===== config.mk =====
export PLATFORM = sky130hd
export DESIGN_NAME = crc8_status_frame_receiver
export DESIGN_NICKNAME = d
export VERILOG_FILES = /design/src/design/crcfr_pkg.sv /design/src/design/crcfr_frame_track.sv /design/src/design/crcfr_decode.sv /design/src/design/crcfr_out_buf.sv /design/src/design/crc8_status_frame_receiver.sv
export SDC_FILE = /design/constraint.sdc
export NUM_CORES = 1
export LEC_CHECK = 0
export ABC_AREA = 1
export BUFFER_PORTS_ARGS = -buffer_cell sky130_fd_sc_hd__clkbuf_2
export CAP_MARGIN = 20
export CORE_ASPECT_RATIO = 0.8
export CORE_MARGIN = 3
export CORE_UTILIZATION = 60
export CTS_CLUSTER_SIZE = 40
export DETAILED_ROUTE_END_ITERATION = 10
export PLACE_DENSITY = 0.84
export SLEW_MARGIN = 40
export SYNTH_ARGS = -nofsm -noshare
export SYNTH_HDL_FRONTEND = slang
export SYNTH_SLANG_ARGS = --single-unit

===== constraint.sdc =====
create_clock -name clk -period 11.8 [get_ports clk]
set_input_delay 2.36 -clock clk [delete_from_list [all_inputs] [get_ports clk]]
set_output_delay 2.36 -clock clk [all_outputs]
set_load 0.005 [all_outputs]

===== src/design/crcfr_pkg.sv =====
package crcfr_pkg;

  // default frame geometry
  localparam int FRAME_LENGTH_DEF  = 16;
  localparam int PUMP_COUNT_DEF    = 3;
  localparam int ENCODER_COUNT_DEF = 3;

  // crc-8, msb first, no final xor
  localparam logic [7:0] CRC_POLY = 8'h07;
  localparam logic [7:0] CRC_SEED = 8'hFF;

  // result layout: at most three encoder words and three pump load bytes
  localparam int ENCODER_SLOTS  = 3;
  localparam int MAX_LOAD_BYTES = 3;
  localparam int DECODE_BYTES   = 2 * ENCODER_SLOTS + 5 + MAX_LOAD_BYTES;

  typedef struct packed {
    logic [7:0] data_byte;
    logic       frame_start;
  } in_item_t;

  typedef struct packed {
    logic [15:0] encoder_a;
    logic [15:0] encoder_b;
    logic [15:0] encoder_c;
    logic [15:0] override_raw;
    logic [7:0]  button_bits;
    logic [7:0]  driver_error_bits;
    logic [7:0]  driver_missing_bits;
    logic [7:0]  load_first;
    logic [7:0]  load_second;
    logic [7:0]  load_third;
    logic        crc_ok;
    logic [31:0] crc_error_count;
  } out_item_t;

  // end-of-frame event from the frame tracker
  typedef struct packed {
    logic        valid;
    logic        crc_ok;
    logic [31:0] error_count;
  } frame_event_t;

  // number of frame body bytes that the decoded result ever looks at
  function automatic int stored_bytes(int frame_length, int pump_count, int encoder_count);
    int used;
    int body;
    used = 2 * encoder_count + 5 +
           ((pump_count < MAX_LOAD_BYTES) ? pump_count : MAX_LOAD_BYTES);
    body = frame_length - 1;
    return (used < body) ? used : body;
  endfunction

  // one byte through the crc, unrolled over its eight bits
  function automatic logic [7:0] crc8_byte(logic [7:0] crc, logic [7:0] data);
    logic [7:0] v;
    v = crc ^ data;
    for (int k = 0; k < 8; k++) begin
      if (v[7]) begin
        v = {v[6:0], 1'b0} ^ CRC_POLY;
      end else begin
        v = {v[6:0], 1'b0};
      end
    end
    return v;
  endfunction

endpackage


===== src/design/crcfr_frame_track.sv =====
module crcfr_frame_track
  import crcfr_pkg::*;
#(
  parameter int FRAME_LENGTH  = FRAME_LENGTH_DEF,
  parameter int PUMP_COUNT    = PUMP_COUNT_DEF,
  parameter int ENCODER_COUNT = ENCODER_COUNT_DEF,
  localparam int STORE_N      = stored_bytes(FRAME_LENGTH, PUMP_COUNT, ENCODER_COUNT)
) (
  input  logic                      clk,
  input  logic                      rst_n,
  input  logic                      accept,
  input  in_item_t                  item,
  output logic [STORE_N-1:0][7:0]   committed_nxt,
  output frame_event_t              frame_event
);

  localparam int BODY_LEN = FRAME_LENGTH - 1;
  localparam int POS_W    = $clog2(FRAME_LENGTH);

  logic [POS_W-1:0]          pos_r, pos_nxt, pos_eff;
  logic [7:0]                crc_r, crc_nxt, crc_eff, crc_step;
  logic [STORE_N-1:0][7:0]   staged_r;
  logic [STORE_N-1:0][7:0]   committed_r;
  logic [31:0]               tally_r, tally_nxt;
  logic                      is_last;
  logic                      crc_match;

  // a frame start restarts the count and the crc
  always_comb begin
    pos_eff   = item.frame_start ? '0 : pos_r;
    crc_eff   = item.frame_start ? CRC_SEED : crc_r;
    is_last   = (pos_eff == POS_W'(BODY_LEN));
    crc_step  = crc8_byte(crc_eff, item.data_byte);
    crc_match = (item.data_byte == crc_eff);
  end

  // counter, crc and error tally updates
  always_comb begin
    pos_nxt       = pos_r;
    crc_nxt       = crc_r;
    tally_nxt     = tally_r;
    committed_nxt = committed_r;
    if (accept) begin
      if (is_last) begin
        pos_nxt = '0;
        crc_nxt = CRC_SEED;
        if (crc_match) begin
          committed_nxt = staged_r;
        end else if (tally_r != '1) begin
          tally_nxt = tally_r + 32'd1;
        end
      end else begin
        pos_nxt = pos_eff + POS_W'(1);
        crc_nxt = crc_step;
      end
    end
  end

  always_ff @(posedge clk) begin
    if (!rst_n) begin
      pos_r       <= '0;
      crc_r       <= CRC_SEED;
      tally_r     <= '0;
      committed_r <= '0;
    end else begin
      pos_r       <= pos_nxt;
      crc_r       <= crc_nxt;
      tally_r     <= tally_nxt;
      committed_r <= committed_nxt;
    end
  end

  // staging row, each entry loaded at its own byte position
  always_ff @(posedge clk) begin
    for (int i = 0; i < STORE_N; i++) begin
      if (accept && !is_last && (pos_eff == POS_W'(i))) begin
        staged_r[i] <= item.data_byte;
      end
    end
  end

  // end-of-frame event for the decoder
  always_comb begin
    frame_event.valid       = accept && is_last;
    frame_event.crc_ok      = crc_match;
    frame_event.error_count = tally_nxt;
  end

  // byte position never runs past the check byte
  a_pos_range: assert property (@(posedge clk) disable iff (!rst_n)
    pos_r <= POS_W'(BODY_LEN))
    else $error("byte position beyond frame end");

  // error tally never goes down
  a_tally_mono: assert property (@(posedge clk) disable iff (!rst_n)
    ##1 tally_r >= $past(tally_r))
    else $error("error tally decreased");

  // a failed check leaves the committed copy alone
  a_hold_on_fail: assert property (@(posedge clk) disable iff (!rst_n)
    (frame_event.valid && !frame_event.crc_ok) |=> $stable(committed_r))
    else $error("committed copy changed on crc failure");

endmodule


===== src/design/crcfr_decode.sv =====
module crcfr_decode
  import crcfr_pkg::*;
#(
  parameter int FRAME_LENGTH  = FRAME_LENGTH_DEF,
  parameter int PUMP_COUNT    = PUMP_COUNT_DEF,
  parameter int ENCODER_COUNT = ENCODER_COUNT_DEF,
  localparam int STORE_N      = stored_bytes(FRAME_LENGTH, PUMP_COUNT, ENCODER_COUNT)
) (
  input  logic [STORE_N-1:0][7:0]  committed,
  input  frame_event_t             frame_event,
  output out_item_t                result
);

  localparam int BASE = 2 * ENCODER_COUNT;

  logic [DECODE_BYTES-1:0][7:0] frame_bytes;
  logic [ENCODER_SLOTS-1:0][15:0] enc_words;
  logic [MAX_LOAD_BYTES-1:0][7:0] loads;

  // bytes beyond the stored body read as zero
  for (genvar i = 0; i < DECODE_BYTES; i++) begin : g_bytes
    if (i < STORE_N) begin : g_held
      assign frame_bytes[i] = committed[i];
    end else begin : g_zero
      assign frame_bytes[i] = '0;
    end
  end

  // encoder positions, inverted little-endian words
  for (genvar k = 0; k < ENCODER_SLOTS; k++) begin : g_enc
    if (k < ENCODER_COUNT) begin : g_on
      assign enc_words[k] = ~{frame_bytes[2*k+1], frame_bytes[2*k]};
    end else begin : g_off
      assign enc_words[k] = '0;
    end
  end

  // pump load bytes
  for (genvar p = 0; p < MAX_LOAD_BYTES; p++) begin : g_load
    if (p < PUMP_COUNT) begin : g_on
      assign loads[p] = frame_bytes[BASE+5+p];
    end else begin : g_off
      assign loads[p] = '0;
    end
  end

  // result assembly
  always_comb begin
    result.encoder_a           = enc_words[0];
    result.encoder_b           = enc_words[1];
    result.encoder_c           = enc_words[2];
    result.override_raw        = {frame_bytes[BASE+1], frame_bytes[BASE]};
    result.button_bits         = frame_bytes[BASE+2];
    result.driver_error_bits   = frame_bytes[BASE+3];
    result.driver_missing_bits = frame_bytes[BASE+4];
    result.load_first          = loads[0];
    result.load_second         = loads[1];
    result.load_third          = loads[2];
    result.crc_ok              = frame_event.crc_ok;
    result.crc_error_count     = frame_event.error_count;
  end

endmodule


===== src/design/crcfr_out_buf.sv =====
module crcfr_out_buf
  import crcfr_pkg::*;
(
  input  logic      clk,
  input  logic      rst_n,
  input  logic      push,
  input  out_item_t push_data,
  output logic      can_push,
  output logic      out_valid,
  input  logic      out_ready,
  output out_item_t out_data
);

  logic      out_valid_r, out_valid_nxt;
  logic      skid_valid_r, skid_valid_nxt;
  out_item_t out_data_r, out_data_nxt;
  out_item_t skid_data_r, skid_data_nxt;
  logic      out_free;

  // output register frees when empty or its transfer completes
  always_comb begin
    out_free       = !out_valid_r || out_ready;
    out_valid_nxt  = out_valid_r;
    skid_valid_nxt = skid_valid_r;
    out_data_nxt   = out_data_r;
    skid_data_nxt  = skid_data_r;
    if (out_free) begin
      if (skid_valid_r) begin
        out_valid_nxt  = 1'b1;
        out_data_nxt   = skid_data_r;
        skid_valid_nxt = 1'b0;
      end else if (push) begin
        out_valid_nxt = 1'b1;
        out_data_nxt  = push_data;
      end else begin
        out_valid_nxt = 1'b0;
      end
    end else if (push) begin
      skid_valid_nxt = 1'b1;
      skid_data_nxt  = push_data;
    end
  end

  always_ff @(posedge clk) begin
    if (!rst_n) begin
      out_valid_r  <= 1'b0;
      skid_valid_r <= 1'b0;
    end else begin
      out_valid_r  <= out_valid_nxt;
      skid_valid_r <= skid_valid_nxt;
    end
  end

  always_ff @(posedge clk) begin
    out_data_r  <= out_data_nxt;
    skid_data_r <= skid_data_nxt;
  end

  assign can_push  = !skid_valid_r;
  assign out_valid = out_valid_r;
  assign out_data  = out_data_r;

  // the skid entry is only ever behind a held output
  a_skid_behind: assert property (@(posedge clk) disable iff (!rst_n)
    skid_valid_r |-> out_valid_r)
    else $error("skid entry without output entry");

  // nothing is pushed into a full buffer
  a_no_overflow: assert property (@(posedge clk) disable iff (!rst_n)
    push |-> !skid_valid_r)
    else $error("result pushed into full buffer");

  // a stalled skid entry moves up as soon as the output drains
  a_skid_moves: assert property (@(posedge clk) disable iff (!rst_n)
    (skid_valid_r && out_ready) |=> (out_valid_r && !skid_valid_r))
    else $error("skid entry not moved up");

endmodule


===== src/design/crc8_status_frame_receiver.sv =====
// Status frame receiver: takes one link byte per transfer on the input
// channel, one byte per clock when the output side keeps up. A frame is
// FRAME_LENGTH bytes, the first FRAME_LENGTH-1 checked by CRC-8 (poly 0x07,
// seed 0xFF, msb first) against the last; frame_start drops any partial
// frame and takes its byte as byte 0. On a good check the frame body becomes
// the committed copy, on a bad one a saturating 32-bit error count goes up.
// After each check byte one result is given, decoded from the committed copy
// as that byte leaves it, and is registered in the output buffer. The crc byte
// step and the commit mux sit between the frame state and the output register.
// A two-entry output buffer holds results; in_ready only drops while both
// entries hold results that have not been taken.
module crc8_status_frame_receiver
  import crcfr_pkg::*;
#(
  parameter int FRAME_LENGTH  = FRAME_LENGTH_DEF,
  parameter int PUMP_COUNT    = PUMP_COUNT_DEF,
  parameter int ENCODER_COUNT = ENCODER_COUNT_DEF
) (
  input  logic      clk,
  input  logic      rst_n,
  input  logic      in_valid,
  output logic      in_ready,
  input  in_item_t  in_data,
  output logic      out_valid,
  input  logic      out_ready,
  output out_item_t out_data
);

  localparam int STORE_N = stored_bytes(FRAME_LENGTH, PUMP_COUNT, ENCODER_COUNT);

  logic                    in_xfer;
  logic [STORE_N-1:0][7:0] committed_nxt;
  frame_event_t            frame_event;
  out_item_t               result;

  assign in_xfer = in_valid && in_ready;

  // byte count, crc, staging and commit
  crcfr_frame_track #(
    .FRAME_LENGTH  (FRAME_LENGTH),
    .PUMP_COUNT    (PUMP_COUNT),
    .ENCODER_COUNT (ENCODER_COUNT)
  ) u_track (
    .clk           (clk),
    .rst_n         (rst_n),
    .accept        (in_xfer),
    .item          (in_data),
    .committed_nxt (committed_nxt),
    .frame_event   (frame_event)
  );

  // field decode of the committed copy
  crcfr_decode #(
    .FRAME_LENGTH  (FRAME_LENGTH),
    .PUMP_COUNT    (PUMP_COUNT),
    .ENCODER_COUNT (ENCODER_COUNT)
  ) u_decode (
    .committed   (committed_nxt),
    .frame_event (frame_event),
    .result      (result)
  );

  // output register with skid entry
  crcfr_out_buf u_out_buf (
    .clk       (clk),
    .rst_n     (rst_n),
    .push      (frame_event.valid),
    .push_data (result),
    .can_push  (in_ready),
    .out_valid (out_valid),
    .out_ready (out_ready),
    .out_data  (out_data)
  );

endmodule

==> results.py <==
metrics = {
    "timing": {
        "final-hold-violation-count": 0,
        "clock_skew_ns": 0.0213,
        "max_freq_ghz": 0.196,
        "slew_headroom_pct": 44.8,
        "worst_pin_slew_ns": 0.828,
        "fin_hold_ws_ns": 0.497,
        "worst_slack_ns": 6.70,
        "setup_viol": 0,
        "rsz0062_at_grt": "no",
        "setup_tns_ns": 0,
        "maxSlewViolCount": 0,
        "fin_crit_ns": 5.10,
        "post-route-period-util_pct": 43.2,
    },
    "cts": {
        "clk_path_buf_depth": 3,
        "cts_resized": 0,
        "post_cts_buffers": 0,
        "numCtsBuffers": 50,
        "cts_tree": "done",
        "clk_pin_slew_ns": 0.06,
        "htreeDepth": 2,
        "insertion_delay_ns": 0.58,
        "cts_root_buf": "clkbuf_16",
        "ctsHoldBuffers": 0,
        "numClockSinks": 560,
    },
    "yosys": {
        "syn-num-nets": 1911,
        "yosys.area.top_type": "edfxtp_1",
        "synth_most_common_cell": "nand2_1",
        "ys_warn_count": 0,
        "synth_area_per_cell_um2": 11.3,
        "synthCells": 1890,
        "async_flop_share_pct": 0,
        "synth_edf_count": 402,
        "synth_seq_area_share_pct": 71.1,
        "synthDistinctLibCells": 35,
        "synth_area_leaders": "edfxtp_1, dfxtp_1, nand2_1, inv_1, nor2_1",
        "synth_area_mm2": 0.0214,
        "ys.flop_type": "edfxtp_1",
        "ys_top_cells_by_count": "nand2_1, edfxtp_1, inv_1",
        "synth.top_cell.area_share_pct": 56.3,
        "ys_seq_elements": 560,
    },
    "layout": {
        "nFillCells": 2428,
        "final_cells": 2555,
        "layout.nets": 2062,
        "drive_gt1_share_pct": 16.1,
        "diodes": 0,
        "syn_to_final_growth_pct": 13.6,
    },
    "global_route": {
        "busiest_layer": "met2",
        "grt_usage_pct": 23.8,
        "grt_pass1_vias": 13400,
        "grt_util_met1_pct": 33.0,
        "grt_pass1_wl_um": 71000,
        "grt_overflow": 0,
        "grt_start_max_net_pins": 128,
        "globalRouteMet3Util_pct": 3.76,
        "met2_usage_pct": 39.2,
        "antenna_found_initial": 1,
    },
    "drt": {
        "routed_wl_um": 45400,
        "drt_iter0_markers": 1184,
        "routed-via-count": 13700,
        "route.detailed.drc": 0,
        "dr.pass1.iters": 7,
        "drt-wirelength-per-cell_um": 17.8,
        "antenna_left": 0,
        "vias_per_cell": 5.37,
    },
    "min_path": {
        "whs_endpoint": "u_track.crc_r[2]",
        "worstHoldStart": "u_track.crc_r[2]",
        "hp-class": "flip-flop to flip-flop",
        "holdPathStages": 2,
    },
    "die": {
        "io_pins": 160,
        "fp.dieH_um": 175,
        "dieWidth_um": 217,
        "core_mm2": 0.0350,
        "initial_utilization_pct": 61.3,
        "die_area_mm2": 0.0380,
        "rows": 61,
    },
    "pwr": {
        "leakagePower_nw": 10.4,
        "power.density_mw_per_mm2": 156,
        "ir_drop_v": 0.000112,
        "power_w": 0.00381,
    },
    "placement": {
        "hpwlAfterDp_um": 27000,
        "finalWeightedCongestion": 0.880,
        "place_inst": 2460,
        "place_ws_ns": 6.12,
        "port_buffers": 159,
    },
    "critical_path": {
        "reg2reg_to": "u_track.staged_r[34]",
        "path_max_fanout": 127,
        "worstPathRequired_ns": 12.04,
        "worstSetupEndpointType": "flip-flop",
        "worstPathArrival_ns": 5.34,
        "r2r_setup_slack_ns": 7.99,
        "crit_path_start_kind": "primary input",
        "reg2reg_depth": 8,
        "criticalPathCategory": "primary input to flip-flop",
        "timing.rr.start": "u_out_buf.skid_valid_r",
    },
    "flow_run": {
        "drv_cap": 0,
    },
    "run_status": {
        "status": "complete, no violations",
    },
}
-- area by class of cell --
cell class                 instances  area [µm²]  area share, %
sequential                       560       15200           62.6
clock buffer                      61        1350           5.56
tap                              472         591           2.43
timing repair buffer             174         947           3.89
clock inverter                    33         313           1.29
multi-input combinational       1028        5040           20.7
inverter                         227         855           3.51
-- state kept, by name, indices dropped and copies added (netlist names), 4 cells and up --
register,count
u_track.committed_r,112
u_track.pos_r,4
u_track.tally_r,32
u_track.staged_r,112
u_out_buf.out_data,145
u_out_buf.skid_data_r,145
u_track.crc_r,8
-- where the power goes --
| group | total, W | switching, W | internal [W] |
|---|---|---|---|
| logic | 0.0000631 | 0.0000467 | 0.0000164 |
| clock network | 0.00165 | 0.000715 | 0.000932 |
| registers | 0.00210 | 0.00000431 | 0.00209 |
| total | 0.00381 | 0.000766 | 0.00304 |
-- layout by cell type, fill, tap and decap left out, types with 5 or more instances in the layout --
cell       instances
nand2_1          471
edfxtp_1         402
inv_1            223
nor2_1           201
clkbuf_2         159
dfxtp_1          157
o21ai_0           89
nand3_1           62
o21ai_1           51
clkbuf_16         51
mux2i_2           42
nand4_1           23
o21ai_2           11
clkinv_1          11
nor2_2            10
xor2_1             9
clkinv_2           9
ha_1               8
buf_4              8
xnor2_1            7
nor3_1             7
mux2i_1            6
a21oi_1            6
clkbuf_1           6
o22ai_1            5
bufinv_16          5
buf_6              5
-- logic make-up (layout without fill, tap and decap cells) --
logic type / after synthesis / after routing / share of synthesized area, %
mux: 48 / 48 / 2.98
compound gates: 163 / 163 / 4.03
simple gates: 793 / 793 / 15.1
fa+ha+maj: 8 / 8 / 0.467
flops: 560 / 560 / 71.1
xor+xnor: 16 / 16 / 0.654
buf+inv: 302 / 495 / 5.63
-- per-layer routing --
layer | vias up | part of all wire [%]
met5 | - | 0.044
met2 | 503 | 48
met1 | 6589 | 42
li1 | 6529 | -
met3 | 95 | 6.6
met4 | 2 | 2.5
-- stage by stage --
| step | cell area (µm²) | utilization (%) |
|---|---|---|
| floorplan | 21400 | - |
| global placement | 22600 | 64.6 |
| detailed placement | 22600 | 64.8 |
| CTS | 24300 | 69.5 |
| global route | 24300 | 69.6 |
| finish | 24300 | 69.6 |
-- critical path, stage by stage --
cell	delay (ns)
clkbuf_2	0.23
nor2_1	0.24
xor2_1	0.32
ha_1	0.20
nand2_1	0.06
nor2_1	0.24
nand3_4	0.13
nor2_8	0.17
nand2_8	0.42
o21ai_0	0.61
o21ai_0	0.31
-- worst max path at each step --
stage | from | to
6_report | in_data[0] | u_out_buf.out_data[52]
5_1_grt | in_data[0] | u_out_buf.out_data[52]
4_1_cts | in_data[0] | u_out_buf.out_data[118]
3_5_place_dp | in_data[0] | u_out_buf.out_data[121]
3_3_place_gp | in_data[4] | u_out_buf.out_data[100]
2_1_floorplan | in_data[0] | u_out_buf.skid_data_r[0]
No activity file was read; power rests on OpenSTA's default activity.
